<file path="src/rtl/zud_pkg.sv">
// package for the zero-delimited unstuffing deframer
// holds the receive mode type, status codes, escape codes and the result struct
// no dependencies
package zud_pkg;

   // default limit on raw bytes in one frame
   localparam int unsigned MAX_FRAME_DEF = 512;

   // escape byte and its two partner codes
   localparam logic [7:0] BYTE_ZERO = 8'h00;
   localparam logic [7:0] BYTE_ESC  = 8'h01;
   localparam logic [7:0] BYTE_ESC2 = 8'h02;

   // frame status codes
   localparam logic [1:0] ST_GOOD       = 2'd0;
   localparam logic [1:0] ST_MALFORMED  = 2'd1;
   localparam logic [1:0] ST_BAD_ESCAPE = 2'd2;
   localparam logic [1:0] ST_TOO_LONG   = 2'd3;

   // receive mode, one-hot
   typedef enum logic [4:0] {
      MODE_IDLE      = 5'b00001,
      MODE_DATA      = 5'b00010,
      MODE_ONE_ZERO  = 5'b00100,
      MODE_DROP      = 5'b01000,
      MODE_DROP_ZERO = 5'b10000
   } mode_type;

   // framing state apart from the byte counter
   typedef struct packed {
      mode_type mode;
      logic     esc_pending;
   } rx_state_type;

   // one result item
   typedef struct packed {
      logic [7:0] out_byte;
      logic       byte_valid;
      logic       frame_end;
      logic [1:0] frame_status;
   } result_type;

endpackage

</file>
<file path="src/rtl/zero_delimited_unstuffing_deframer.sv">
// top level of the zero-delimited unstuffing deframer
// holds the framing state and the result register; depends on zud_pkg, zud_step
//
// usage:
//  - req channel carries one raw byte of the stuffed stream per item
//  - rsp channel carries at most one result per byte: either a decoded
//    payload byte (byte_valid) or a frame end marker with its status
//  - a frame is kept by the receiver only if its end marker says good
//  - each result is registered and shows on rsp in the cycle after acceptance
//  - throughput: one byte per cycle unless a full result register is stalled;
//    the single result register is refilled in the same cycle it is emptied
//  - a stalled receiver holds the result register; req_ready drops only
//    while that register is full and rsp_ready is low
//  - bytes that give no result (zeros while idle, escapes, dropped bytes)
//    are still accepted and advance the framing state
//  - reset returns the block to idle with no result pending
module zero_delimited_unstuffing_deframer #(
   parameter int unsigned MAX_FRAME = zud_pkg::MAX_FRAME_DEF
) (
   input  logic       clock,
   input  logic       reset,
   input  logic       req_valid,
   output logic       req_ready,
   input  logic [7:0] req_rx_byte,
   output logic       rsp_valid,
   input  logic       rsp_ready,
   output logic [7:0] rsp_out_byte,
   output logic       rsp_byte_valid,
   output logic       rsp_frame_end,
   output logic [1:0] rsp_frame_status
);
   import zud_pkg::*;

   localparam int unsigned CW = $clog2(MAX_FRAME + 1);

   rx_state_type  state_ff, state_in;
   logic [CW-1:0] count_ff, count_in;
   logic          out_valid_ff, out_valid_in;
   result_type    result_ff, result_in;
   rx_state_type  step_state;
   logic [CW-1:0] step_count;
   logic          step_emit;
   result_type    step_result;
   logic          accept;

   // handshake
   assign req_ready = !out_valid_ff || rsp_ready;
   assign accept    = req_valid && req_ready;

   // per-byte decisions
   zud_step #(
      .MAX_FRAME (MAX_FRAME),
      .CW        (CW)
   ) u_step (
      .cur_state (state_ff),
      .cur_count (count_ff),
      .rx_byte   (req_rx_byte),
      .nxt_state (step_state),
      .nxt_count (step_count),
      .emit      (step_emit),
      .result    (step_result)
   );

   // next values
   always_comb begin
      state_in     = state_ff;
      count_in     = count_ff;
      out_valid_in = out_valid_ff && !rsp_ready;
      result_in    = result_ff;
      if (accept) begin
         state_in = step_state;
         count_in = step_count;
         if (step_emit) begin
            out_valid_in = 1'b1;
            result_in    = step_result;
         end
      end
   end

   // control registers
   always_ff @(posedge clock) begin
      if (reset) begin
         state_ff.mode        <= MODE_IDLE;
         state_ff.esc_pending <= 1'b0;
         count_ff             <= '0;
         out_valid_ff         <= 1'b0;
      end else begin
         state_ff     <= state_in;
         count_ff     <= count_in;
         out_valid_ff <= out_valid_in;
      end
   end

   // result payload register
   always_ff @(posedge clock) begin
      result_ff <= result_in;
   end

   assign rsp_valid        = out_valid_ff;
   assign rsp_out_byte     = result_ff.out_byte;
   assign rsp_byte_valid   = result_ff.byte_valid;
   assign rsp_frame_end    = result_ff.frame_end;
   assign rsp_frame_status = result_ff.frame_status;

endmodule

</file>
<file path="src/rtl/zud_step.sv">
// per-byte decision logic of the deframer: next state and optional result
// combinational only; depends on zud_pkg
module zud_step #(
   parameter int unsigned MAX_FRAME = zud_pkg::MAX_FRAME_DEF,
   parameter int unsigned CW        = $clog2(MAX_FRAME + 1)
) (
   input  zud_pkg::rx_state_type cur_state,
   input  logic [CW-1:0]         cur_count,
   input  logic [7:0]            rx_byte,
   output zud_pkg::rx_state_type nxt_state,
   output logic [CW-1:0]         nxt_count,
   output logic                  emit,
   output zud_pkg::result_type   result
);
   import zud_pkg::*;

   localparam logic [CW-1:0] MAX_C = CW'(MAX_FRAME);

   logic          is_zero;
   logic [CW-1:0] cnt_inc;
   logic          bad_esc;

   assign is_zero = (rx_byte == BYTE_ZERO);
   assign cnt_inc = cur_count + CW'(1);

   always_comb begin
      nxt_state = cur_state;
      nxt_count = cur_count;
      emit      = 1'b0;
      result    = '0;
      bad_esc   = 1'b0;
      unique case (cur_state.mode)
         // inside a frame: unstuff and watch the length
         MODE_DATA: begin
            nxt_count = cnt_inc;
            if (is_zero) begin
               nxt_state.mode = MODE_ONE_ZERO;
            end else if (cur_state.esc_pending) begin
               nxt_state.esc_pending = 1'b0;
               if (rx_byte == BYTE_ESC) begin
                  emit              = 1'b1;
                  result.byte_valid = 1'b1;
                  result.out_byte   = BYTE_ZERO;
               end else if (rx_byte == BYTE_ESC2) begin
                  emit              = 1'b1;
                  result.byte_valid = 1'b1;
                  result.out_byte   = BYTE_ESC;
               end else begin
                  bad_esc = 1'b1;
               end
            end else if (rx_byte == BYTE_ESC) begin
               nxt_state.esc_pending = 1'b1;
            end else begin
               emit              = 1'b1;
               result.byte_valid = 1'b1;
               result.out_byte   = rx_byte;
            end
            // faults override any payload byte
            if (bad_esc) begin
               nxt_state.mode        = MODE_DROP;
               nxt_state.esc_pending = 1'b0;
               nxt_count             = '0;
               emit                  = 1'b1;
               result                = '0;
               result.frame_end      = 1'b1;
               result.frame_status   = ST_BAD_ESCAPE;
            end else if (cnt_inc >= MAX_C) begin
               nxt_state.mode        = is_zero ? MODE_DROP_ZERO : MODE_DROP;
               nxt_state.esc_pending = 1'b0;
               nxt_count             = '0;
               emit                  = 1'b1;
               result                = '0;
               result.frame_end      = 1'b1;
               result.frame_status   = ST_TOO_LONG;
            end
         end
         // one zero seen: a second closes, anything else is malformed
         MODE_ONE_ZERO: begin
            emit                  = 1'b1;
            result.frame_end      = 1'b1;
            nxt_state.esc_pending = 1'b0;
            nxt_count             = '0;
            if (is_zero) begin
               nxt_state.mode      = MODE_IDLE;
               result.frame_status = cur_state.esc_pending ? ST_BAD_ESCAPE : ST_GOOD;
            end else begin
               nxt_state.mode      = MODE_DROP;
               result.frame_status = ST_MALFORMED;
            end
         end
         // dropping until a zero pair
         MODE_DROP: begin
            if (is_zero) begin
               nxt_state.mode = MODE_DROP_ZERO;
            end
         end
         MODE_DROP_ZERO: begin
            nxt_state.mode = is_zero ? MODE_IDLE : MODE_DROP;
         end
         // idle: a nonzero byte opens a frame
         default: begin
            nxt_state.esc_pending = 1'b0;
            nxt_count             = '0;
            nxt_state.mode        = MODE_IDLE;
            if (!is_zero) begin
               nxt_state.mode = MODE_DATA;
               nxt_count      = CW'(1);
               if (rx_byte == BYTE_ESC) begin
                  nxt_state.esc_pending = 1'b1;
               end else begin
                  emit              = 1'b1;
                  result.byte_valid = 1'b1;
                  result.out_byte   = rx_byte;
               end
            end
         end
      endcase
   end

endmodule

</file>
<file path="config.mk">
export PLATFORM = sky130hd
export DESIGN_NAME = zero_delimited_unstuffing_deframer
export DESIGN_NICKNAME = d
export VERILOG_FILES = /design/src/rtl/zud_pkg.sv /design/src/rtl/zero_delimited_unstuffing_deframer.sv /design/src/rtl/zud_step.sv
export SDC_FILE = /design/constraint.sdc
export NUM_CORES = 1
export LEC_CHECK = 0
export BUFFER_PORTS_ARGS = -buffer_cell sky130_fd_sc_hd__buf_2
export CAP_MARGIN = 10
export CORE_ASPECT_RATIO = 0.75
export CORE_UTILIZATION = 55
export CTS_CLUSTER_SIZE = 24
export DETAILED_ROUTE_END_ITERATION = 8
export PLACE_DENSITY = 0.78
export SYNTH_ARGS = -nofsm -noshare
export SYNTH_HDL_FRONTEND = slang
export SYNTH_SLANG_ARGS = --single-unit
</file>
<file path="constraint.sdc">
create_clock -name clock -period 3.3 [get_ports clock]
set_input_delay 0 -clock clock [delete_from_list [all_inputs] [get_ports clock]]
set_output_delay 0 -clock clock [all_outputs]
set_load 0.01 [all_outputs]
</file>
Yosys cells after proc, flatten, opt, wreduce, memory -nomap -nowiden
Index checks and enable logic that the tools add are counted.
{"block": "classes", "muxes": 44, "n_reduce_logical": 13, "addsub": 1, "n_lt_le_gt_ge": 1, "bitwise_logic": 1, "n_eq_ne": 9}
{"operator": "9-bit two-way mux", "count": 5}
{"operator": "10-bit one-hot mux with 3 select lines", "count": 1}
{"operator": "12-bit two-way mux", "count": 2}
{"operator": "10-bit two-way mux", "count": 2}
{"operator": "1-bit two-way mux", "count": 19}
{"operator": "9-bit one-hot mux with 2 select lines", "count": 1}
{"operator": "5-bit two-way mux", "count": 3}
{"operator": "5-bit one-hot mux with 3 select lines", "count": 1}
{"operator": "6-bit two-way mux", "count": 2}
{"operator": "10-bit by 1-bit adder with 10-bit output, second input constant", "count": 1}
{"operator": "10-bit >= comparator, second input constant", "count": 1}
{"operator": "8-bit by 1-bit == test with 1-bit output, second input constant", "count": 1}
{"operator": "8-bit by 2-bit == test with 1-bit output, second input constant", "count": 1}
{"operator": "8-bit zero test", "count": 1}
{"operator": "2-bit two-way mux", "count": 3}
{"operator": "1-bit one-hot mux with 3 select lines", "count": 2}
{"operator": "3-bit one-hot mux with 2 select lines", "count": 1}
{"operator": "3-bit AND reduction", "count": 2}
{"operator": "5-bit by 2-bit == test with 1-bit output, second input constant", "count": 1}
{"operator": "5-bit by 3-bit == test with 1-bit output, second input constant", "count": 1}
{"operator": "5-bit by 4-bit == test with 1-bit output, second input constant", "count": 1}
{"operator": "5-bit == test, second input constant", "count": 1}
{"operator": "4-bit two-way mux", "count": 1}
{"operator": "4-bit by 1-bit inequality test with 1-bit output, second input constant", "count": 1}
{"operator": "other kinds (10)", "count": 14}
{"block": "word_totals", "input_bits": 12, "regBits": 29, "elab_cells": 77, "output_inout_bits": 14}

Logic depth before layout (Yosys ltp)
{"block": "logic_depth", "depth_word": 10, "depth_mapped": 7, "ltp_nobuf": 5}

By module
Synthesis repeated with hierarchy kept, for this count alone.
{"block": "unflattened", "cells_unflattened": 204, "area_unflattened_um2": 1883.1}
{"module": "zero_delimited_unstuffing_deframer", "cells_each": 91, "seq_area_each_um2": 700.7, "instances": 1, "area_each_um2": 1161.1}
{"module": "zud_step", "cells_each": 113, "seq_area_each_um2": 0.0, "instances": 1, "area_each_um2": 721.9}

Worst setup path after synthesis
OpenSTA, ideal clock, no wires.
{"block": "synth_path", "kind": "register -> register", "from": "register count_ff[2]", "to": "register result_ff (netlist bit rsp_byte_valid) (enable)", "synth_period_minus_slack_ns": 2.505, "required_time_ns": 2.915, "setup_ns": 0.385, "arrival_ns": 2.120, "stages_incl_launch_ff": 7, "path_buffers": 1, "path_slack_ns": 0.795, "path_cell_list": "dfxtp_1 > nand4_1 > nor4_1 > or2_0 > buf_2 > o31ai_1 > a21oi_1"}
{"block": "synth_via", "elab_chain_len": 6}
{"item": "start: declaration", "line_no": "zero_delimited_unstuffing_deframer.sv:37", "rtl": "logic [CW-1:0] count_ff, count_in;"}
{"item": "start signal: assignment", "line_no": "zero_delimited_unstuffing_deframer.sv:89", "rtl": "count_ff <= count_in;"}
{"item": "10-bit by 1-bit adder with 10-bit output", "line_no": "zud_step.sv:24", "rtl": "assign cnt_inc = cur_count + CW'(1);"}
{"item": "10-bit >= comparator", "line_no": "zud_step.sv:67", "rtl": "end else if (cnt_inc >= MAX_C) begin"}
{"item": "1-bit two-way mux", "line_no": "zud_step.sv:67"}
{"item": "1-bit two-way mux", "line_no": "zud_step.sv:59", "rtl": "if (bad_esc) begin"}
{"item": "1-bit one-hot mux with 3 select lines", "line_no": "zud_step.sv:32", "rtl": "unique case (cur_state.mode)"}
{"item": "2-bit AND reduction (no source line)"}
{"item": "end signal: assignment", "line_no": "zero_delimited_unstuffing_deframer.sv:96", "rtl": "result_ff <= result_in;"}
{"item": "end: declaration", "line_no": "zero_delimited_unstuffing_deframer.sv:39", "rtl": "result_type result_ff, result_in;"}
No other way between the ends.
A chain may end at the register's enable or synchronous reset.

Final worst setup path
{"block": "layout_path", "from": "register count_ff[2]", "to": "register result_ff (netlist bit rsp_out_byte[1]) (enable)"}
The elaborated chain is that of the path after synthesis.

==> summary.md <==
| Metric | Value |
|---|---|
| Arrival time at the worst endpoint | 2.53 ns |
| Signed area change from the synthesized netlist to the final layout | 16.2% |
| Port Buffers | 25 |
| Area used by sequential logic in the layout | 701 µm² |
| Number of inserted diodes | 0 |
| Yosys warnings | 0 |
| Buf/Inv on CP | 1 |
| Number of violations reported at the end of detailed-routing iteration 0 | 109 |
| I/O pin total | 26 |
| TritonCTS clock tree | done |
| Power density over the cells | 433 nW/µm² |
| Sort of element at the start of the critical path | flop |
| Clock latency reported for the late side of the worst-skew pair | 0.28 ns |
| Maximum number of buffers from clock root to sink | 2 |
| Fraction of final layout cells with drive strength greater than 1 | 19.9% |
| Crit-path max cell delay | 0.66 ns |
| Vertical die dimension | 47.9 µm |
| # DRC | 0 |
| Crit end category | flop |
| Post-route cell area | 1790 µm² |
| Number of non-filler instances in the completed layout | 232 |
| Antenna violation net count after detailed routing | 0 |
| DPL Wire Length | 2420 µm |
| Final core utilization | 67.9% |
| Fin Setup TNS | 0 ns |
| Area of the mapped netlist | 1540 µm² |
| Worst-path cell chain | nand4_1 -> nor4_1 -> or2_0 -> o31ai_1 -> a21oi_1 -> buf_4 |
| Hold Violations, Final | 0 |
| Final-report setup violation count | 0 |
| Vias | 1,391 |
| Setup CP Type | flop to flop |
| Highest net fanout along the worst path | 12 |
| Total track usage | 23.6% |
| Worst reg2reg startpoint | count_ff[2] |
| Clock-pin slew reported for the worst setup and hold paths after clock tree synthesis | 0.06 ns |
| Pre-CTS worst setup slack | 0.805 ns |
| H-tree levels | 2 |
| Leftover overflow at the end of global routing | 0 |
| Pin count of the biggest net entering global routing | 13 |
| Flip-flop cell with the highest count after synthesis | sky130_fd_sc_hd__dfxtp_1 |
| Number of nets in the layout | 208 |
| Required @ worst endpoint | 3.28 ns |
| Die Outline Area | 3020 µm² |
| Number of buffers added for setup after CTS | 0 |
| Site Rows | 16 |
| RSZ-0062 raised after global routing | false |
| Standard cell area after detailed placement | 1700 µm² |
| Post-detailed-route via-to-cell ratio | 6.00 |
| Proportion of synthesized chip area in sequential cells | 45.4% |
| Initial Utilization | 58.4% |
| Largest voltage drop on the vdd net | 0.334 mV |
| Max-cap viol count | 0 |
| Total clock buffers created by CTS | 5 |
| Number of register bits inferred by synthesis | 29 |
| Post-Syn Area per Cell | 9.29 µm² |
| First-pass GRT wire length | 5220 µm |
| Post-synth EDFFs | 12 |
| Crit path launch | count_ff[2] |
| Critical Path Slowest Stage Cell | sky130_fd_sc_hd__nor4_1 |
| Count of TritonRoute iterations in the first routing pass | 4 |
| Final setup skew | 0.00320 ns |
| Vias in the first global route | 1,181 |
| Achievable frequency | 393 MHz |
| # clock sinks | 29 |
| Class of the tightest hold or removal check | primary input to flop |
| Design Power | 0.777 mW |
| Placer's final routability congestion estimate | 0.862 |
| Multi-input gate area | 788 µm² |
| Actual slew at the worst max-slew pin | 0.703 ns |
| Number of standard cells after synthesis | 166 |
| Fraction of synthesis flops using an asynchronous set or reset pin | 0% |
| Status | completed |
| Number of nets produced by synthesis | 179 |
| Share of the clock period used by the worst path | 77.2% |
| Number of library cell types mapped by synthesis | 49 |
| Initial antenna violation count | 0 |
| CP delay by family, top | simple AND/OR/NAND/NOR gates |
| Layout fillers | 204 |
| Slew margin rel. | 52.7% |
| Static leakage | 0.714 nW |
| Min Hold Slack | 0.0254 ns |
| Die W | 63.2 µm |
| Wirelength per Cell | 13.9 µm |
| Final wirelength | 3220 µm |
| Startpoint of the tightest hold check path | req_rx_byte[3] |
| Root buffer cell | sky130_fd_sc_hd__clkbuf_8 |
| Core Box Area | 2640 µm² |
| Pins Over Slew Limit | 0 |
| Minimum clock period | 2.55 ns |
| Final setup slack of the worst path | 0.754 ns |
| Number of placed cells counting well taps | 223 |
cell families after synthesis:
logic type | Yosys count | share of synthesized area (%)
AOI/OAI and AO/OA | 41 | 19.6
muxes | 1 | 0.649
and+or+nand+nor | 72 | 24.9
buffers and inverters | 13 | 3.49
adders and majority gates | 1 | 0.811
xor gates and xnor gates | 9 | 5.11
DFF | 29 | 45.4
repair_timing:
item,CTS,global route
hold endpoints to repair,1,0
resized for setup,0,0
hold buffers,1,0
cell usage in the layout (no fill, tap or decap), types with 2 or more instances in the layout:
| cell | count |
|---|---|
| sky130_fd_sc_hd__xor2_1 | 7 |
| sky130_fd_sc_hd__buf_2 | 25 |
| sky130_fd_sc_hd__xnor2_1 | 2 |
| sky130_fd_sc_hd__o31a_1 | 3 |
| sky130_fd_sc_hd__nor2_1 | 15 |
| sky130_fd_sc_hd__buf_4 | 2 |
| sky130_fd_sc_hd__nand2_1 | 15 |
| sky130_fd_sc_hd__or4_1 | 3 |
| sky130_fd_sc_hd__a31oi_1 | 2 |
| sky130_fd_sc_hd__and3_1 | 2 |
| sky130_fd_sc_hd__inv_1 | 6 |
| sky130_fd_sc_hd__o21ai_0 | 6 |
| sky130_fd_sc_hd__and2_1 | 3 |
| sky130_fd_sc_hd__dfxtp_1 | 17 |
| sky130_fd_sc_hd__nor3_1 | 2 |
| sky130_fd_sc_hd__o31ai_1 | 2 |
| sky130_fd_sc_hd__a211o_1 | 2 |
| sky130_fd_sc_hd__o21ai_1 | 2 |
| sky130_fd_sc_hd__nor4_1 | 3 |
| sky130_fd_sc_hd__clkbuf_8 | 5 |
| sky130_fd_sc_hd__o211a_1 | 2 |
| sky130_fd_sc_hd__nand4_1 | 3 |
| sky130_fd_sc_hd__nor2b_1 | 10 |
| sky130_fd_sc_hd__nand3_1 | 9 |
| sky130_fd_sc_hd__clkinv_2 | 2 |
| sky130_fd_sc_hd__or3_1 | 2 |
| sky130_fd_sc_hd__edfxtp_1 | 12 |
| sky130_fd_sc_hd__a21oi_1 | 8 |
power by group:
part,total (mW),internal [mW],switching [mW],leakage [nW]
logic,0.102,0.0415,0.0606,0.416
clock network,0.270,0.145,0.125,0.0450
registers,0.405,0.394,0.0114,0.254
synth_stat cells (2+ instances only):
cell	instances	area [µm²]
sky130_fd_sc_hd__o21ai_1	2	10.0
sky130_fd_sc_hd__a31oi_1	2	12.5
sky130_fd_sc_hd__buf_2	3	15.0
sky130_fd_sc_hd__o211a_1	2	20.0
sky130_fd_sc_hd__nand2_1	15	56.3
sky130_fd_sc_hd__a21oi_1	8	40.0
sky130_fd_sc_hd__nor3_1	2	10.0
sky130_fd_sc_hd__or3_1	2	12.5
sky130_fd_sc_hd__xnor2_1	2	17.5
sky130_fd_sc_hd__o31ai_1	2	15.0
sky130_fd_sc_hd__and3_1	2	12.5
sky130_fd_sc_hd__xor2_1	7	61.3
sky130_fd_sc_hd__nor2_1	15	56.3
sky130_fd_sc_hd__inv_1	6	22.5
sky130_fd_sc_hd__or4_1	3	22.5
sky130_fd_sc_hd__nor2b_1	10	62.6
sky130_fd_sc_hd__a211o_1	2	17.5
sky130_fd_sc_hd__and2_1	3	18.8
sky130_fd_sc_hd__dfxtp_1	17	340
sky130_fd_sc_hd__edfxtp_1	12	360
sky130_fd_sc_hd__nor4_1	3	18.8
sky130_fd_sc_hd__o31a_1	3	26.3
sky130_fd_sc_hd__o21ai_0	6	30.0
sky130_fd_sc_hd__nand3_1	9	45.0
sky130_fd_sc_hd__clkbuf_1	2	7.51
sky130_fd_sc_hd__nand4_1	3	18.8
flip-flops by register name, indices dropped and copies added, names as in the netlist:
| signal | count |
|---|---|
| rsp_out_byte | 8 |
| count_ff | 10 |
| rsp_frame_status | 2 |
| rsp_byte_valid | 1 |
| rsp_frame_end | 1 |
| state_ff | 6 |
| rsp_valid | 1 |
final timing paths:
kind | slack [ns] | to | cells past startpoint
worst max-delay path | 0.75 | rsp_out_byte[1] | 6
worst min-delay path | 0.03 | rsp_out_byte[3] | 2
worst max register to register | 0.75 | rsp_out_byte[1] | 6
worst min register to register | 0.51 | state_ff[1] | 2
metal layers:
metal / global-route usage, % / routed length [µm]
met2: 36.1 / 1380
met3: 5.95 / 321
met5: 0 / 0
met4: 11.6 / 45
met1: 32.0 / 1480
cell type report:
class                   instances  share of cell area, %
clock buffers                   6                   4.05
clock inverters                 2                  0.558
inverters                       7                   1.47
multi-input cells             124                   44.0
flip-flops and latches         29                   39.1
well taps                      36                   2.51
repair buffers                 28                   8.37
No activity file was read; power rests on OpenSTA's default activity.
